**src/rtl/core/gfa_pkg.sv**
```systemverilog
`default_nettype none
package gfa_pkg;
    localparam logic [63:0] FieldP   = 64'hFFFF_FFFF_0000_0001;
    localparam logic [63:0] Eps32    = 64'h0000_0000_FFFF_FFFF;
    localparam logic [63:0] RootGen  = 64'd7;
    localparam logic [63:0] MaxLog2  = 64'd32;

    typedef enum logic [3:0] {
        FN_ADD  = 4'd0,
        FN_SUB  = 4'd1,
        FN_MUL  = 4'd2,
        FN_NEG  = 4'd3,
        FN_POW  = 4'd4,
        FN_INV  = 4'd5,
        FN_DIV  = 4'd6,
        FN_MONT = 4'd7,
        FN_ROOT = 4'd8
    } t_func;

    localparam logic [1:0] StOk      = 2'd0;
    localparam logic [1:0] StInvZero = 2'd1;
    localparam logic [1:0] StRootBig = 2'd2;

    typedef struct packed {
        logic [3:0]  func;
        logic [63:0] opnd_a;
        logic [63:0] opnd_b;
    } t_req;

    typedef struct packed {
        logic [63:0] result;
        logic [1:0]  status;
    } t_rsp;

    // multiplier handshake
    typedef struct packed {
        logic        start;
        logic [63:0] x;
        logic [63:0] y;
    } t_mul_req;

    typedef struct packed {
        logic        done;
        logic [63:0] p;
    } t_mul_rsp;

    function automatic logic [63:0] canon(input logic [63:0] x);
        return (x >= FieldP) ? x - FieldP : x;
    endfunction
endpackage
`default_nettype wire

```
**src/rtl/core/gfa_mul.sv**
```systemverilog
`default_nettype none
module gfa_mul (
    input  wire logic              i_clk,
    input  wire logic              i_rst_n,
    input  wire gfa_pkg::t_mul_req i_req,
    output gfa_pkg::t_mul_rsp      o_rsp
);
    import gfa_pkg::*;

    typedef enum logic [2:0] {S_IDLE, S_P0, S_P1, S_P2, S_P3, S_RED} t_state;

    t_state      r_state;
    logic [63:0] r_x, r_y;
    logic [63:0] r_ll, r_lh, r_hl, r_hh;
    logic [63:0] r_p;
    logic        r_done;
    logic [31:0] w_ma, w_mb;
    logic [63:0] w_prod;
    logic [63:0] w_red;

    // one 32x32 partial product per cycle
    always_comb begin
        case (r_state)
            S_P0:    begin w_ma = r_x[31:0];  w_mb = r_y[31:0];  end
            S_P1:    begin w_ma = r_x[31:0];  w_mb = r_y[63:32]; end
            S_P2:    begin w_ma = r_x[63:32]; w_mb = r_y[31:0];  end
            default: begin w_ma = r_x[63:32]; w_mb = r_y[63:32]; end
        endcase
        w_prod = {32'd0, w_ma} * {32'd0, w_mb};
    end

    // reduction with 2^64 = 2^32-1 and 2^96 = -1
    always_comb begin
        logic [63:0] mid, lo, hi, top, lowhi, t0, t1, t2;
        mid   = {32'd0, r_ll[63:32]} + {32'd0, r_lh[31:0]} + {32'd0, r_hl[31:0]};
        lo    = {mid[31:0], r_ll[31:0]};
        hi    = r_hh + {32'd0, r_lh[63:32]} + {32'd0, r_hl[63:32]} + {32'd0, mid[63:32]};
        top   = {32'd0, hi[63:32]};
        lowhi = {32'd0, hi[31:0]};
        t0    = lo - top;
        if (lo < top) t0 = t0 - Eps32;
        t1    = (lowhi << 32) - lowhi;
        t2    = t0 + t1;
        if (t2 < t0) t2 = t2 + Eps32;
        w_red = canon(t2);
    end

    always_ff @(posedge i_clk) begin
        if (!i_rst_n) begin
            r_state <= S_IDLE;
            r_done  <= 1'b0;
        end else begin
            r_done <= 1'b0;
            case (r_state)
                S_IDLE: if (i_req.start) begin
                    r_x <= i_req.x;
                    r_y <= i_req.y;
                    r_state <= S_P0;
                end
                S_P0: begin r_ll <= w_prod; r_state <= S_P1; end
                S_P1: begin r_lh <= w_prod; r_state <= S_P2; end
                S_P2: begin r_hl <= w_prod; r_state <= S_P3; end
                S_P3: begin r_hh <= w_prod; r_state <= S_RED; end
                S_RED: begin
                    r_p <= w_red;
                    r_done <= 1'b1;
                    r_state <= S_IDLE;
                end
                default: r_state <= S_IDLE;
            endcase
        end
    end

    assign o_rsp.done = r_done;
    assign o_rsp.p    = r_p;
endmodule
`default_nettype wire

```
**config.mk**
```make
export PLATFORM = sky130hd
export DESIGN_NAME = gfa_mul
export DESIGN_NICKNAME = d
export VERILOG_FILES = /design/src/rtl/core/gfa_pkg.sv /design/src/rtl/core/gfa_mul.sv
export SDC_FILE = /design/constraint.sdc
export NUM_CORES = 2
export LEC_CHECK = 0
export BUFFER_PORTS_ARGS = -buffer_cell sky130_fd_sc_hd__buf_2
export CORE_MARGIN = 2
export CORE_UTILIZATION = 55
export DETAILED_ROUTE_END_ITERATION = 10
export HOLD_SLACK_MARGIN = 0.08
export PLACE_DENSITY = 0.7
export SLEW_MARGIN = 20
export SYNTH_ARGS = -nofsm -noshare
export SYNTH_HDL_FRONTEND = slang
export SYNTH_SLANG_ARGS = --single-unit
```
**constraint.sdc**
```tcl
create_clock -name i_clk -period 27.7 [get_ports i_clk]
set_input_delay 5.54 -clock i_clk [delete_from_list [all_inputs] [get_ports i_clk]]
set_output_delay 5.54 -clock i_clk [all_outputs]
set_load 0.005 [all_outputs]
```
== Word level (Yosys, flattened, before mapping) ==
Index checks and enable logic that the tools add are counted.

* Bitwise logic cells: 0
* Magnitude comparators: 3
* Reductions and logical operators: 9
* Shift operators: 0
* Eq/ne operators: 6
* Add/sub/neg operators: 11
* Muxes and demuxes: 8
* $mul: 1
* Divide/modulo/power cells: 0

{| class="wikitable"
|+ Operators by type and width
! operator !! number
|-
| 64-bit two-way mux || 3
|-
| 64-bit by 32-bit adder with 64-bit output || 2
|-
| 64-bit by 32-bit subtractor with 64-bit output || 2
|-
| 64-bit by 2-bit adder with 64-bit output || 1
|-
| 64-bit by 32-bit adder with 64-bit output, second input constant || 1
|-
| 64-bit adder || 1
|-
| 64-bit >= comparator, second input constant || 1
|-
| 64-bit by 32-bit < comparator with 1-bit output || 1
|-
| 64-bit < comparator || 1
|-
| 32-bit by 32-bit multiplier with 64-bit output || 1
|-
| 32-bit two-way mux || 2
|-
| 64-bit by 32-bit subtractor with 64-bit output, second input constant || 1
|-
| 64-bit subtractor, second input constant || 1
|-
| 33-bit by 32-bit adder with 34-bit output || 1
|-
| 32-bit by 32-bit adder with 33-bit output || 1
|-
| 3-bit case mux with 5 select lines || 1
|-
| 2-bit AND reduction || 5
|-
| 3-bit by 2-bit equality test with 1-bit output, second input constant || 2
|-
| 3-bit equality test, second input constant || 2
|-
| 2-bit OR reduction || 2
|-
| 3-bit by 1-bit equality test with 1-bit output, second input constant || 1
|-
| 3-bit zero test || 1
|-
| 3-bit two-way mux || 1
|-
| 3-bit AND reduction || 1
|-
| 2 further kinds || 2
|}

* Memories: 0
* RAM bits: 0
* Input port bits: 131
* Bits in registers: 452
* Latch bits: 0
* Logic and storage cells: 47
* Output and inout bits: 65
* ROM bits: 0

== Logic depth before layout (Yosys ltp) ==
* Depth in word-level cells: 11
* Gate-level depth with buffers: 89
* Mapped depth without buffers: 84

== Worst setup path before layout ==
OpenSTA, ideal clock, no wires.

* Kind: input to register
* Start: input port i_rst_n
* End: register r_x[0] (enable)
* Stages: 2
* Arrival time: 18.700 ns
* Library setup time: 0.973 ns
* Path buffers: 0
* Setup slack: 8.026 ns
* Data required time: 26.727 ns
* Path through: nand2b_1 nor4b_1

* Cells in the longest elaborated chain, start to end: 1

{| class="wikitable"
|+ RTL lines
! item !! RTL line !! text
|-
| start, declared || gfa_mul.sv:4 || <nowiki>input wire logic i_rst_n,</nowiki>
|-
| 3-bit AND reduction (no source line) || -- ||
|-
| end signal, assigned || gfa_mul.sv:56 || <nowiki>r_x <= i_req.x;</nowiki>
|-
| end, declared || gfa_mul.sv:13 || <nowiki>logic [63:0] r_x, r_y;</nowiki>
|}

Every way passes these cells.
A chain may end at the register's enable or synchronous reset.

== Final worst setup path ==
* Start: register r_ll[33]
* End: register r_p[50], data pin

* Cells in the longest elaborated chain, start to end: 11

{| class="wikitable"
|+ RTL lines
! item !! RTL line !! text
|-
| start, declared || gfa_mul.sv:14 || <nowiki>logic [63:0] r_ll, r_lh, r_hl, r_hh;</nowiki>
|-
| start signal, assigned || gfa_mul.sv:60 || <nowiki>S_P0: begin r_ll <= w_prod; r_state <= S_P1; end</nowiki>
|-
| 32-bit by 32-bit adder with 33-bit output * || gfa_mul.sv:35 || <nowiki>mid = {32'd0, r_ll[63:32]} + {32'd0, r_lh[31:0]} + {32'd0, r_hl[31:0]};</nowiki>
|-
| 33-bit by 32-bit adder with 34-bit output * || gfa_mul.sv:35 ||
|-
| 64-bit by 2-bit adder with 64-bit output || gfa_mul.sv:37 || <nowiki>hi = r_hh + {32'd0, r_lh[63:32]} + {32'd0, r_hl[63:32]} + {32'd0, mid[63:32]};</nowiki>
|-
| 64-bit by 32-bit subtractor with 64-bit output || gfa_mul.sv:40 || <nowiki>t0 = lo - top;</nowiki>
|-
| 64-bit by 32-bit subtractor with 64-bit output || gfa_mul.sv:41 || <nowiki>if (lo < top) t0 = t0 - Eps32;</nowiki>
|-
| 64-bit two-way mux || gfa_mul.sv:41 ||
|-
| 64-bit adder || gfa_mul.sv:43 || <nowiki>t2 = t0 + t1;</nowiki>
|-
| 64-bit by 32-bit adder with 64-bit output / 64-bit < comparator (equally long branches) || gfa_mul.sv:44 || <nowiki>if (t2 < t0) t2 = t2 + Eps32;</nowiki>
|-
| 64-bit two-way mux * || gfa_mul.sv:44 ||
|-
| 64-bit subtractor / 64-bit >= comparator (equally long branches) || gfa_pkg.sv:48 || <nowiki>return (x >= FieldP) ? x - FieldP : x;</nowiki>
|-
| 64-bit two-way mux * || gfa_pkg.sv:48 ||
|-
| net w_red[50] || gfa_mul.sv:19 || <nowiki>logic [63:0] w_red;</nowiki>
|-
| end signal, assigned || gfa_mul.sv:65 || <nowiki>r_p <= w_red;</nowiki>
|-
| end, declared || gfa_mul.sv:15 || <nowiki>logic [63:0] r_p;</nowiki>
|}

The timed path passes the listed nets; every way through them passes the cells marked *.

==> metrics.txt <==
Worst EP required=28.08 ns; reg2reg end=r_p[50]; first-pass detailed-route iteration total=6; Synth Warn #=0; synth top area cells=fa_1 (29%), edfxtp_1 (21%), ha_1 (11%), inv_1 (6.6%), nand2_1 (5.8%); CP max stage cell=a2111oi_0; final antenna-violating net count=0; clock skew=0.0487 ns; initial antenna violation count=2; Synth Cell Area=65500 um2; mean post-synth cell area=9.54 um2; Netlist cell types=114; # placed instances=8451; cell taking the most area after synthesis=fa_1; Arrival @ worst endpoint=24.92 ns; PortBufs=195; routed len/inst=23.6 um; Inserted Clock Buffers=49; most numerous cell in the Yosys netlist=inv_1; H-tree depth=2; fmax=40.7 MHz; Worst-path clk slew=0.07 ns; area delta synth->final=6.72%; DRC Markers=0; reg2reg start=r_ll[33]; Hold Crit Class=reg -> reg; final setup fails=0; Worst-Margin Slew=1.32 ns; slowest stage delay, CP=0.97 ns; 1st-iter DRT viols=3917; worst-path maximum fanout=32; Critical Path Most Common Cell=ha_1; Die Y=349 um; hpwl dp=161 mm; Core Region=118000 um2; max-cap violations=0; Ports=196; CP endpoint=r_p[50]; layout cells sized above 1=7.27%; total global-route track usage=33.6%; Final Critical Period=24.55 ns; net count after synthesis=8549; status=finished, final reports clean; Slew Viols, Final=0; Reg2Reg Setup Slack=3.15 ns; Die W=349 um; GP Congestion=1.02; Total Nets Final=8646; post_cts resized=0; Non-Filler Instances=8551; sequential area share after synthesis=20.7%; Critical Path Source Type=register; Skew-Pair Late Insertion Delay=0.69 ns; routed wire length=202 mm; CTS tree=built; Sum Neg Setup Slack=0 ns; critical path capture point type=register; Row Count=126; reg2reg path depth=77; CTS Buffer Depth=3; RSZ-0062 raised after global routing=no; Fin. Hold Viols=0; ys flop type=edfxtp_1; EDFF count, synth=448; initial core utilization=55.5%; final worst path period share=88.6%; clk sink count=452; largest net degree at the start of global routing=87; async set-reset flop share out of synthesis=0%; synthesized flop and latch total=452; grt total ovfl=0; CP Class=reg -> reg; Post-CTS Hold Buffers=0; vias per cell=5.95; Post-Synthesis Cells=6869; Root Buffer Master=clkbuf_16; global-route wire length before repair=307 mm; Core Util, Final=59.2%; top cells by count, synth=inv_1 (1159), nand2_1 (1012), fa_1 (965); relative slew slack=11.0%; Setup Fix Bufs, Post-CTS=0; vias in the first global route=52400; Synth top area share=29.5%; start point of the critical path=r_ll[33]; die area=122000 um2; Via Count=50800
==> kinds of logic (layout without fill, tap and decap cells) <==
logic type,count (synthesis),in the layout,share of synthesized area [%]
simple gates,2125,2125,14.8
compound gates,886,886,9.25
fa+ha+maj,1549,1549,40.7
xor+xnor,350,350,4.73
buf+inv,1390,1527,8.04
other cells,0,9,0
flops,452,452,20.7
mux,117,117,1.91
==> area by class of cell <==
type	count	area, um2
Antenna cell	9	22.5
Clock buffer	67	1310
Clock inverter	24	335
Fill cell	10000	48200
Inverter	1161	4360
Multi-Input combinational cell	5027	46800
Sequential cell	452	13500
Tap cell	1536	1920
Timing Repair Buffer	275	1580
==> stage by stage <==
step / hold slack, ns / cell area [um2] / setup slack [ns]
finish: 0.588 / 69900 / 3.15
global route: 0.638 / 69900 / 1.73
CTS: 0.596 / 69900 / 3.53
detailed placement: 0.614 / 68200 / 3.72
global placement: 0.607 / 68200 / 3.98
floorplan: 0.487 / 65500 / 8.03
==> layer usage <==
layer  vias up  GRT usage (%)  share of wire [%]
met5         -              0                  0
met4         0           23.6                8.5
met3       634           6.93                8.8
met2      2542           54.7                 46
met1     25000           40.1                 37
li1      22700              -                  -
==> flip-flops by register name, indices dropped and copies added, names as in the netlist <==
register,cells
r_hh,64
r_lh,64
r_x,64
r_y,64
r_done,1
r_p,64
r_ll,64
r_state,3
r_hl,64
==> worst min path at each step <==
stage	from	endpoint	slack [ns]	cells past startpoint
after floorplan	r_state[0]	r_done	0.49	2
after global placement	r_state[0]	r_done	0.61	2
after detailed placement	r_state[0]	r_done	0.61	2
after CTS	r_state[0]	r_done	0.60	2
after global routing	r_state[0]	r_done	0.64	2
final	r_state[0]	r_done	0.59	2
==> cell usage in the layout (no fill, tap or decap), types with 25 or more instances in the layout <==
cell type / synthesis / layout
a211oi_1: 37 / 37
a21o_1: 120 / 120
a21oi_1: 244 / 244
and2_1: 89 / 89
and3_1: 51 / 51
buf_2: 12 / 195
buf_4: 2 / 80
clkbuf_16: 0 / 49
edfxtp_1: 448 / 448
fa_1: 965 / 965
ha_1: 584 / 584
inv_1: 1159 / 1159
mux2_2: 65 / 65
mux2i_1: 52 / 40
nand2_1: 1012 / 1012
nand2b_1: 41 / 40
nand3_1: 93 / 93
nand4_1: 49 / 49
nor2_1: 447 / 443
nor2b_1: 26 / 26
nor3_1: 116 / 116
nor4_1: 38 / 38
o211ai_1: 41 / 41
o21a_1: 50 / 50
o21ai_0: 127 / 127
o21bai_1: 31 / 31
or2_2: 25 / 25
or3_1: 40 / 40
xnor2_1: 235 / 233
xor2_1: 113 / 113
==> critical path, delay by kind of cell (launching register included) <==
family	cells	cell delay, ns
compound gates	37	12.44
xor+xnor	3	0.60
fa+ha+maj	10	3.50
buf+inv	4	0.50
flops	1	0.40
simple gates	23	6.74
Power is not shown: default switching activity piles up to over one toggle a cycle in this logic, so the estimate is an artifact.
